### src/hw/rtl/pgw_pkg.sv
// ----------------------------------------------------------------------------
// pgw_pkg: shared types and constants for the page table walker
// Queue command layout, field widths and the code values on both channels.
// ----------------------------------------------------------------------------
package pgw_pkg;

   localparam int VA_BITS     = 48;   // virtual address width
   localparam int PAGE_SHIFT  = 12;   // 4 KiB pages
   localparam int PN_BITS     = 64 - PAGE_SHIFT;  // page number of a 64-bit address
   localparam int IDX_BITS    = 9;    // table index per level
   localparam int ENTRY_SHIFT = 3;    // 8-byte entries
   localparam int QUEUE_DEPTH = 2;

   // req_type codes
   localparam logic REQ_TRANSLATE = 1'b0;
   localparam logic REQ_RESPONSE  = 1'b1;

   // rsp_result_kind codes
   localparam logic KIND_READ = 1'b0;
   localparam logic KIND_DONE = 1'b1;

   // walk levels
   localparam logic [1:0] LEVEL_TOP  = 2'd0;
   localparam logic [1:0] LEVEL_L3   = 2'd1;
   localparam logic [1:0] LEVEL_L2   = 2'd2;
   localparam logic [1:0] LEVEL_LAST = 2'd3;

   // Classified transaction held in the front-to-back queue.
   // page: root page number for a request, masked entry base for a response.
   typedef struct packed {
      logic                is_resp;
      logic                read_ok;
      logic [PN_BITS-1:0]  page;
      logic [VA_BITS-1:0]  vaddr;
   } pgw_cmd_type;

endpackage

### src/hw/rtl/pgw_front.sv
// ----------------------------------------------------------------------------
// pgw_front: input acceptance and classification
// Takes request/response transactions, strips them down to a page number
// and writes them into the queue.
// ----------------------------------------------------------------------------
module pgw_front
   import pgw_pkg::*;
#(
   parameter int PHYS_ADDR_BITS = 40
) (
   input  logic                  req_valid,
   output logic                  req_stall,
   input  logic                  req_type,
   input  logic [63:0]           req_table_root,
   input  logic [VA_BITS-1:0]    req_virt_addr,
   input  logic [63:0]           req_entry_data,
   input  logic                  req_read_ok,
   input  logic                  q_full,
   output logic                  q_push,
   output pgw_cmd_type           q_cmd
);

   logic [PN_BITS-1:0] entry_page;

   // entry base: bits PHYS_ADDR_BITS-1..12, everything above is dropped
   assign entry_page = PN_BITS'(req_entry_data[PHYS_ADDR_BITS-1:PAGE_SHIFT]);

   assign req_stall = q_full;
   assign q_push    = req_valid && !q_full;

   always_comb begin
      q_cmd.is_resp = (req_type == REQ_RESPONSE);
      q_cmd.read_ok = req_read_ok;
      q_cmd.vaddr   = req_virt_addr;
      if (req_type == REQ_RESPONSE) begin
         q_cmd.page = entry_page;
      end else begin
         q_cmd.page = req_table_root[63:PAGE_SHIFT];
      end
   end

endmodule

### src/hw/rtl/pgw_queue.sv
// ----------------------------------------------------------------------------
// pgw_queue: short flop queue between front and back
// Lets the front keep accepting while the back waits on the result channel.
// ----------------------------------------------------------------------------
module pgw_queue
   import pgw_pkg::*;
(
   input  logic         clock,
   input  logic         reset,
   input  logic         push,
   input  pgw_cmd_type  push_cmd,
   input  logic         pop,
   output logic         full,
   output logic         not_empty,
   output pgw_cmd_type  head
);

   localparam int PTR_W = (QUEUE_DEPTH > 1) ? $clog2(QUEUE_DEPTH) : 1;
   localparam int CNT_W = $clog2(QUEUE_DEPTH + 1);

   pgw_cmd_type         mem_ff [QUEUE_DEPTH];
   logic [PTR_W-1:0]    wr_ptr_ff, wr_ptr_in;
   logic [PTR_W-1:0]    rd_ptr_ff, rd_ptr_in;
   logic [CNT_W-1:0]    count_ff,  count_in;

   function automatic logic [PTR_W-1:0] next_ptr(input logic [PTR_W-1:0] p);
      if (p == PTR_W'(QUEUE_DEPTH - 1)) begin
         return '0;
      end
      return p + PTR_W'(1);
   endfunction

   assign full      = (count_ff == CNT_W'(QUEUE_DEPTH));
   assign not_empty = (count_ff != '0);
   assign head      = mem_ff[rd_ptr_ff];

   always_comb begin
      wr_ptr_in = push ? next_ptr(wr_ptr_ff) : wr_ptr_ff;
      rd_ptr_in = pop  ? next_ptr(rd_ptr_ff) : rd_ptr_ff;
      count_in  = count_ff;
      if (push && !pop) begin
         count_in = count_ff + CNT_W'(1);
      end else if (pop && !push) begin
         count_in = count_ff - CNT_W'(1);
      end
   end

   always_ff @(posedge clock) begin
      if (reset) begin
         wr_ptr_ff <= '0;
         rd_ptr_ff <= '0;
         count_ff  <= '0;
      end else begin
         wr_ptr_ff <= wr_ptr_in;
         rd_ptr_ff <= rd_ptr_in;
         count_ff  <= count_in;
      end
   end

   always_ff @(posedge clock) begin
      if (push) begin
         mem_ff[wr_ptr_ff] <= push_cmd;
      end
   end

endmodule

### src/hw/rtl/pgw_back.sv
// ----------------------------------------------------------------------------
// pgw_back: walk sequencer and result register
// Holds the walk state, turns each queued transaction into a read request
// or a walk result, and drives the result channel from a register.
// ----------------------------------------------------------------------------
module pgw_back
   import pgw_pkg::*;
(
   input  logic          clock,
   input  logic          reset,
   input  logic          q_not_empty,
   input  pgw_cmd_type   q_head,
   output logic          q_pop,
   output logic          rsp_valid,
   input  logic          rsp_stall,
   output logic          rsp_result_kind,
   output logic [63:0]   rsp_out_address,
   output logic          rsp_fault
);

   logic                busy_ff,  busy_in;
   logic [1:0]          level_ff, level_in;
   logic [VA_BITS-1:0]  vaddr_ff, vaddr_in;
   logic                rsp_valid_ff, rsp_valid_in;
   logic                kind_ff, kind_in;
   logic [63:0]         addr_ff, addr_in;
   logic                fault_ff, fault_in;

   logic                out_free;
   logic                emits;
   logic [IDX_BITS-1:0] next_idx;

   assign out_free = !rsp_valid_ff || !rsp_stall;
   // a response while idle is dropped and needs no output slot
   assign emits    = !q_head.is_resp || busy_ff;
   assign q_pop    = q_not_empty && (out_free || !emits);

   // index for the level after the current one
   always_comb begin
      unique case (level_ff)
         LEVEL_TOP: next_idx = vaddr_ff[38:30];
         LEVEL_L3:  next_idx = vaddr_ff[29:21];
         default:   next_idx = vaddr_ff[20:12];
      endcase
   end

   always_comb begin
      busy_in      = busy_ff;
      level_in     = level_ff;
      vaddr_in     = vaddr_ff;
      kind_in      = kind_ff;
      addr_in      = addr_ff;
      fault_in     = fault_ff;
      rsp_valid_in = rsp_valid_ff;
      if (out_free) begin
         rsp_valid_in = 1'b0;
      end
      if (q_pop) begin
         priority if (!q_head.is_resp) begin
            busy_in      = 1'b1;
            level_in     = LEVEL_TOP;
            vaddr_in     = q_head.vaddr;
            rsp_valid_in = 1'b1;
            kind_in      = KIND_READ;
            fault_in     = 1'b0;
            addr_in      = {q_head.page, q_head.vaddr[47:39], {ENTRY_SHIFT{1'b0}}};
         end else if (!busy_ff) begin
            // dropped
         end else if (!q_head.read_ok) begin
            busy_in      = 1'b0;
            level_in     = LEVEL_TOP;
            rsp_valid_in = 1'b1;
            kind_in      = KIND_DONE;
            fault_in     = 1'b1;
            addr_in      = '0;
         end else if (level_ff == LEVEL_LAST) begin
            busy_in      = 1'b0;
            level_in     = LEVEL_TOP;
            rsp_valid_in = 1'b1;
            kind_in      = KIND_DONE;
            fault_in     = 1'b0;
            addr_in      = {q_head.page, vaddr_ff[PAGE_SHIFT-1:0]};
         end else begin
            level_in     = level_ff + 2'd1;
            rsp_valid_in = 1'b1;
            kind_in      = KIND_READ;
            fault_in     = 1'b0;
            addr_in      = {q_head.page, next_idx, {ENTRY_SHIFT{1'b0}}};
         end
      end
   end

   always_ff @(posedge clock) begin
      if (reset) begin
         busy_ff      <= 1'b0;
         level_ff     <= LEVEL_TOP;
         rsp_valid_ff <= 1'b0;
      end else begin
         busy_ff      <= busy_in;
         level_ff     <= level_in;
         rsp_valid_ff <= rsp_valid_in;
      end
   end

   always_ff @(posedge clock) begin
      vaddr_ff <= vaddr_in;
      kind_ff  <= kind_in;
      addr_ff  <= addr_in;
      fault_ff <= fault_in;
   end

   assign rsp_valid       = rsp_valid_ff;
   assign rsp_result_kind = kind_ff;
   assign rsp_out_address = addr_ff;
   assign rsp_fault       = fault_ff;

endmodule

### src/hw/rtl/four_level_page_walker.sv
// ----------------------------------------------------------------------------
// four_level_page_walker: four-level page table walker, 48-bit VA, 4 KiB pages
// Turns translation requests and memory read responses into entry read
// requests and final physical addresses (or a fault).
// ----------------------------------------------------------------------------
//
//   channel   direction  handshake            payload
//   req_*     in         req_valid/req_stall  type, table_root, virt_addr,
//                                             entry_data, read_ok
//   rsp_*     out        rsp_valid/rsp_stall  result_kind, out_address, fault
//
// The back end takes one queued transaction at a time; sustained rate is one
// transaction per cycle while rsp_stall stays low. An accepted transaction
// goes into the queue at the accepting edge, then into the back end's result
// register, which drives rsp_valid. Reset (synchronous, active high) empties
// the queue, clears the result valid flag and leaves the walker idle at the
// top level. A stall on rsp_ holds the result register; the two-entry queue
// absorbs two more transactions before req_stall rises.
//
module four_level_page_walker
   import pgw_pkg::*;
#(
   parameter int PHYS_ADDR_BITS = 40   // 32 to 52
) (
   input  logic                clock,
   input  logic                reset,
   // request / read-response channel
   input  logic                req_valid,
   output logic                req_stall,
   input  logic                req_type,
   input  logic [63:0]         req_table_root,
   input  logic [VA_BITS-1:0]  req_virt_addr,
   input  logic [63:0]         req_entry_data,
   input  logic                req_read_ok,
   // result channel
   output logic                rsp_valid,
   input  logic                rsp_stall,
   output logic                rsp_result_kind,
   output logic [63:0]         rsp_out_address,
   output logic                rsp_fault
);

   logic         q_full;
   logic         q_push;
   logic         q_pop;
   logic         q_not_empty;
   pgw_cmd_type  q_cmd;
   pgw_cmd_type  q_head;

   // Front: accept and classify. Responses carry only the masked entry base,
   // requests the root page number.
   pgw_front #(
      .PHYS_ADDR_BITS (PHYS_ADDR_BITS)
   ) u_front (
      .req_valid      (req_valid),
      .req_stall      (req_stall),
      .req_type       (req_type),
      .req_table_root (req_table_root),
      .req_virt_addr  (req_virt_addr),
      .req_entry_data (req_entry_data),
      .req_read_ok    (req_read_ok),
      .q_full         (q_full),
      .q_push         (q_push),
      .q_cmd          (q_cmd)
   );

   // Decoupling queue: keeps transaction order intact.
   pgw_queue u_queue (
      .clock     (clock),
      .reset     (reset),
      .push      (q_push),
      .push_cmd  (q_cmd),
      .pop       (q_pop),
      .full      (q_full),
      .not_empty (q_not_empty),
      .head      (q_head)
   );

   // Back: walk state and result register. Entry addresses need no adder,
   // since the base is page aligned and 8 * index stays below 4096.
   pgw_back u_back (
      .clock           (clock),
      .reset           (reset),
      .q_not_empty     (q_not_empty),
      .q_head          (q_head),
      .q_pop           (q_pop),
      .rsp_valid       (rsp_valid),
      .rsp_stall       (rsp_stall),
      .rsp_result_kind (rsp_result_kind),
      .rsp_out_address (rsp_out_address),
      .rsp_fault       (rsp_fault)
   );

endmodule

### config.mk
export PLATFORM = sky130hd
export DESIGN_NAME = four_level_page_walker
export DESIGN_NICKNAME = d
export VERILOG_FILES = /design/src/hw/rtl/pgw_pkg.sv /design/src/hw/rtl/pgw_front.sv /design/src/hw/rtl/pgw_queue.sv /design/src/hw/rtl/pgw_back.sv /design/src/hw/rtl/four_level_page_walker.sv
export SDC_FILE = /design/constraint.sdc
export NUM_CORES = 1
export LEC_CHECK = 0
export BUFFER_PORTS_ARGS = -buffer_cell sky130_fd_sc_hd__buf_2
export CORE_MARGIN = 3
export CORE_UTILIZATION = 49
export DETAILED_ROUTE_END_ITERATION = 10
export GPL_TIMING_DRIVEN = 0
export PLACE_DENSITY = 0.73
export SLEW_MARGIN = 20
export SYNTH_ARGS = -nofsm -noshare
export SYNTH_HDL_FRONTEND = slang
export SYNTH_SLANG_ARGS = --single-unit
### constraint.sdc
create_clock -name clock -period 6.3 [get_ports clock]
set_input_delay 0.315 -clock clock [delete_from_list [all_inputs] [get_ports clock]]
set_output_delay 0.315 -clock clock [all_outputs]
set_load 0.05 [all_outputs]
After elaboration in Yosys (flattened, before gate mapping):

Memory sizes are Yosys's and may differ from the RTL's. A register that Yosys moved wholly into a read port is not among the register bits.
Index checks and enable logic that the tools add are counted.

* bitwise logic cells: 1
* reductions and logical operators: 19
* $add $sub $neg: 5
* equality and inequality tests: 4
* multiplexer cells: 35

Operator list (count)
* two-way mux 64 bit: 3
* two-way mux 52 bit: 1
* two-way mux 1 bit: 23
* case mux 9 bit (2 select lines): 1
* two-way mux 12 bit: 1
* two-way mux 2 bit: 6
* logical NOT 1 bit: 7
* adder 2 x 1 -> 2 bit (second input constant): 2
* == test 2 bit (second input constant): 2
* logical AND 1 bit: 4
* AND reduction 2 bit: 2
* nonzero test 2 bit: 2
* logical OR 1 bit: 3
* adder 1 bit (second input constant): 2
* == test 2 x 1 -> 1 bit (second input constant): 1
* logical NOT 2 bit: 1
* != test 2 bit (second input constant): 1
* subtractor 2 x 1 -> 2 bit (second input constant): 1
* inverter 1 bit: 1

* output and inout bits: 68
* memories kept: 1
* flip-flop bits (word level): 113
* input bits: 182
* logic and storage cells: 76
* bits in writable memories: 204

Memory list
* u_queue.mem_ff: words 2, width 102, rd ports 1, clocked after memory_dff 1, wr ports 1, line pgw_queue.sv:21 `pgw_cmd_type mem_ff [QUEUE_DEPTH];`

Logic depth before layout (Yosys ltp):

* depth after elaboration: 8
* gate-level depth with buffers: 7
* depth with buffers taken out: 6

Cells and area by module:

A second synthesis with hierarchy kept.

* cells, all modules: 700
* area, all modules: 13020.0 um^2

By module, submodules not included
* pgw_queue: cells each 339, times used 1, area an instance 7891.3 um^2
* pgw_back: cells each 251, times used 1, area an instance 4103.9 um^2
* pgw_front: cells each 110, times used 1, area an instance 1024.7 um^2

Worst setup path after synthesis:

OpenSTA, ideal clock, no wires.

* kind: register to register
* start: register u_queue.count_ff[0]
* end: memory u_queue.mem_ff[1][0] (netlist bit) (enable)
* stages on the path, launching flop included: 4
* path slack: 2.577 ns
* arrival: 3.250 ns
* setup time: 0.473 ns
* cells stage by stage: dfxtp_1 nor2b_1 nor2_1 and2_1

* cells in the longest elaborated chain, start to end: 5

Ends and longest elaborated chain
* start, declared: line pgw_queue.sv:24 `logic [CNT_W-1:0] count_ff, count_in;`
* start signal, assigned: line pgw_queue.sv:56 `count_ff <= count_in;`
* == test 2 bit: line pgw_queue.sv:33 `assign full = (count_ff == CNT_W'(QUEUE_DEPTH));`
* via req_stall: line four_level_page_walker.sv:29 `output logic req_stall,`
* logical NOT 1 bit: line pgw_front.sv:29 `assign q_push = req_valid && !q_full;`
* logical AND 1 bit: line pgw_front.sv:29
* via q_push: line four_level_page_walker.sv:44 `logic q_push;`
* two-way mux 1 bit: line pgw_queue.sv:61 `if (push) begin`
* two-way mux 1 bit (implied by the code): line pgw_queue.sv:62 `mem_ff[wr_ptr_ff] <= push_cmd;`
* end, declared: line pgw_queue.sv:21

The timed path passes the listed nets, and every way through them passes these cells.

==> metrics.md <==
| Metric | Value |
|---|---|
| Critical path endpoint category | flip-flop |
| Worst slew margin | 51.4% |
| Ys flop type | edfxtp_1 |
| Syn_nets | 833 |
| DRC Markers | 0 |
| Tcrit/Tclk final | 37.3% |
| Critical Path Fanout Max | 22 |
| Final wirelength | 23100 um |
| Initial antenna violation count | 4 |
| Slew @ Worst Pin | 0.729 ns |
| Worst path required time | 6.50 ns |
| FF-to-FF End | u_back.vaddr_ff[7] |
| Worst Hold Depth | 1 |
| Sequential element share of the synthesized area | 78.9% |
| Initial core utilization | 50.5% |
| Worst Skew | 0.0248 ns |
| Total power | 0.00656 W |
| Worst-case reg-to-reg path depth | 5 |
| Layout area overhead | 23.9% |
| Cells after synthesis | 647 |
| Sequential Area | 9460 um2 |
| Most frequent cells in the layout | 309 x edfxtp_1, 223 x buf_2, 68 x mux2_2, 65 x mux2i_1, 60 x nor2_1 |
| Ys Warns | 0 |
| Max cap viols | 0 |
| Final slew viol count | 0 |
| LEAKAGE | 5.49 nW |
| Setup TNS | 0 ns |
| Crit path time final | 2.35 ns |
| Setup Fix Bufs, Post-CTS | 0 |
| DR pass1 iterations | 4 |
| Overall Global Routing Usage | 17.2% |
| Filler Cells Inserted | 1676 |
| Clk buf depth | 3 |
| RSZ-0062 raised after global routing | no |
| Gpl congestion | 0.769 |
| Clk slew on worst S/H paths | 0.06 ns |
| Wirelength per Cell | 18.3 um |
| Syn Area/Cell | 18.5 um2 |
| Top-level I/O count | 250 |
| Worst IR Drop VDD | 0.305 mV |
| WHS Endpoint | u_queue.mem_ff[1][1] |
| Yosys top cell area share | 77.4% |
| Number of flops mapped to enable cells by yosys | 309 |
| Placed cells | 1172 |
| Die H | 162 um |
| Largest cells by area after synthesis | edfxtp_1 77%, mux2_2 6.4%, mux2i_1 5.4%, nor2_1 1.9%, nor2b_1 1.9% |
| Deepest level of the CTS H-tree | 2 |
| Synth unique cells | 31 |
| Cell taking the most area after synthesis | edfxtp_1 |
| Commonest non-fill, non-tap cell in the layout | edfxtp_1 |
| CP startpoint kind | flip-flop |
| Fraction of registers with async set/reset | 0% |
| Final setup fails | 0 |
| Initial DRC Count | 474 |
| Sink Count | 318 |
| Die area | 26400 um2 |
| Detailed Place HPWL | 15100 um |
| Cell Rows | 56 |
| Crit path kind | flip-flop to flip-flop |
| I/O Buffers | 201 |
| Achievable frequency | 426 MHz |
| Worst slack at placement | 3.94 ns |
| Die W | 162 um |
| Multi-input gate area | 2370 um2 |
| Vias in the first global route | 6578 |
| Clock Latency Late Sink | 0.51 ns |
| Pwr/cell area | 442 nW/um2 |
| Root Buffer | clkbuf_16 |
| Final Instance Count excl. Fillers | 1261 |
| Routed Antenna Nets | 0 |
| Post-cts sizing count | 0 |
| CTS tree | done |
| Mapped cell area | 12000 um2 |
| Congestion Overflow GR | 0 |
| Synthesized flop and latch total | 318 |
| Fin. Hold Viols | 0 |
| Via count | 6423 |
| Hold_buf cts | 28 |
| First-pass GRT wire length | 34900 um |
| CP arrival | 2.54 ns |
| CTS Buf Count | 34 |
| Hold Path Class | input port to flip-flop |
| HP Start | req_virt_addr[1] |
| Status | complete, no violations |
| Largest net degree at the start of global routing | 62 |
| Vias per Instance | 5.09 |
| Final net count | 1103 |
| Worst Slack Setup Final | 3.95 ns |
| Reg2Reg Setup Slack | 3.95 ns |
| Core ar. | 23800 um2 |
| Share of layout cells above drive strength 1 | 36.9% |
| Final Hold Slack | 0.0126 ns |
-- cells in the mapped netlist, types with 2 or more instances --
library cell / count
clkbuf_1: 7
buf_2: 22
dfxtp_1: 9
mux2_2: 68
edfxtp_1: 309
nor2_1: 61
nor2b_1: 36
o32ai_1: 9
nand2_1: 2
nand2b_1: 2
nor3_1: 2
or3_1: 2
a21oi_1: 13
xor2_1: 2
o21ai_0: 4
a221o_1: 9
ha_1: 4
mux2i_1: 65
mux2_1: 2
and3b_1: 4
inv_1: 5
-- worst max-delay path by stage --
stage          depth (start not counted)              endpoint                 from  slack (ns)
3_3_place_gp                           3  u_queue.mem_ff[1][9]  u_queue.count_ff[0]        1.39
6_report                               5    u_back.vaddr_ff[7]            flip-flop        3.95
5_1_grt                                5    u_back.vaddr_ff[7]            flip-flop        3.85
4_1_cts                                5    u_back.vaddr_ff[7]            flip-flop        3.92
3_5_place_dp                           5    u_back.vaddr_ff[9]            flip-flop        3.94
2_1_floorplan                          3  u_queue.mem_ff[1][0]  u_queue.count_ff[0]        2.58
-- area by class of cell --
type,count,area share [%]
plain buffers,30,0.969
multi-input cells,293,16.0
flip-flops and latches,318,63.7
clock buffers,42,6.07
clock inverters,17,0.885
inverters,6,0.202
diodes,2,0.0337
repair buffers,234,9.49
well taps,319,2.69
-- critical path: stages, from the launching register on --
cell and delay [ns]:
dfxtp_1 0.30, buf_4 0.15, mux2_2 0.36, clkbuf_1 0.33, nor2_4 0.65, buf_16 0.23
-- state kept, by name (all words and copies together) (netlist names), 2 cells and up, named ones only --
signal and count:
u_queue.count_ff 2, u_queue.mem_ff 204, u_back.rsp_out_address 64, u_back.level_ff 2
u_back.vaddr_ff 39
-- where the power goes --
group | switching (W) | internal (W) | leakage [nW]
sequential | 0.000117 | 0.00288 | 2.98
combinational | 0.00121 | 0.000518 | 2.02
clock | 0.000768 | 0.00106 | 0.502
-- kinds of logic after synthesis --
family / share of synthesized area (%)
multiplexers: 12.0
AO/OA/AOI/OAI: 2.60
XOR/XNOR: 0.146
buffers and inverters: 1.39
AND/OR/NAND/NOR: 4.54
flip-flops: 78.9
adder cells (fa/ha/maj): 0.418
-- stage by stage --
step,util (%),cell area [um2]
after floorplan,-,12000
after global placement,56.4,13400
after detailed placement,57.0,13500
after CTS,62.5,14800
after global routing,62.5,14900
final,62.5,14900
-- metal layers --
layer	track usage (%)	up-vias	wire length, um
met1	21.4	3108	9210
met4	4.73	4	437
met3	3.66	42	1570
li1	-	3029	-
met2	30.6	240	11900
met5	0	-	21
(Power assumes the default switching activity.)
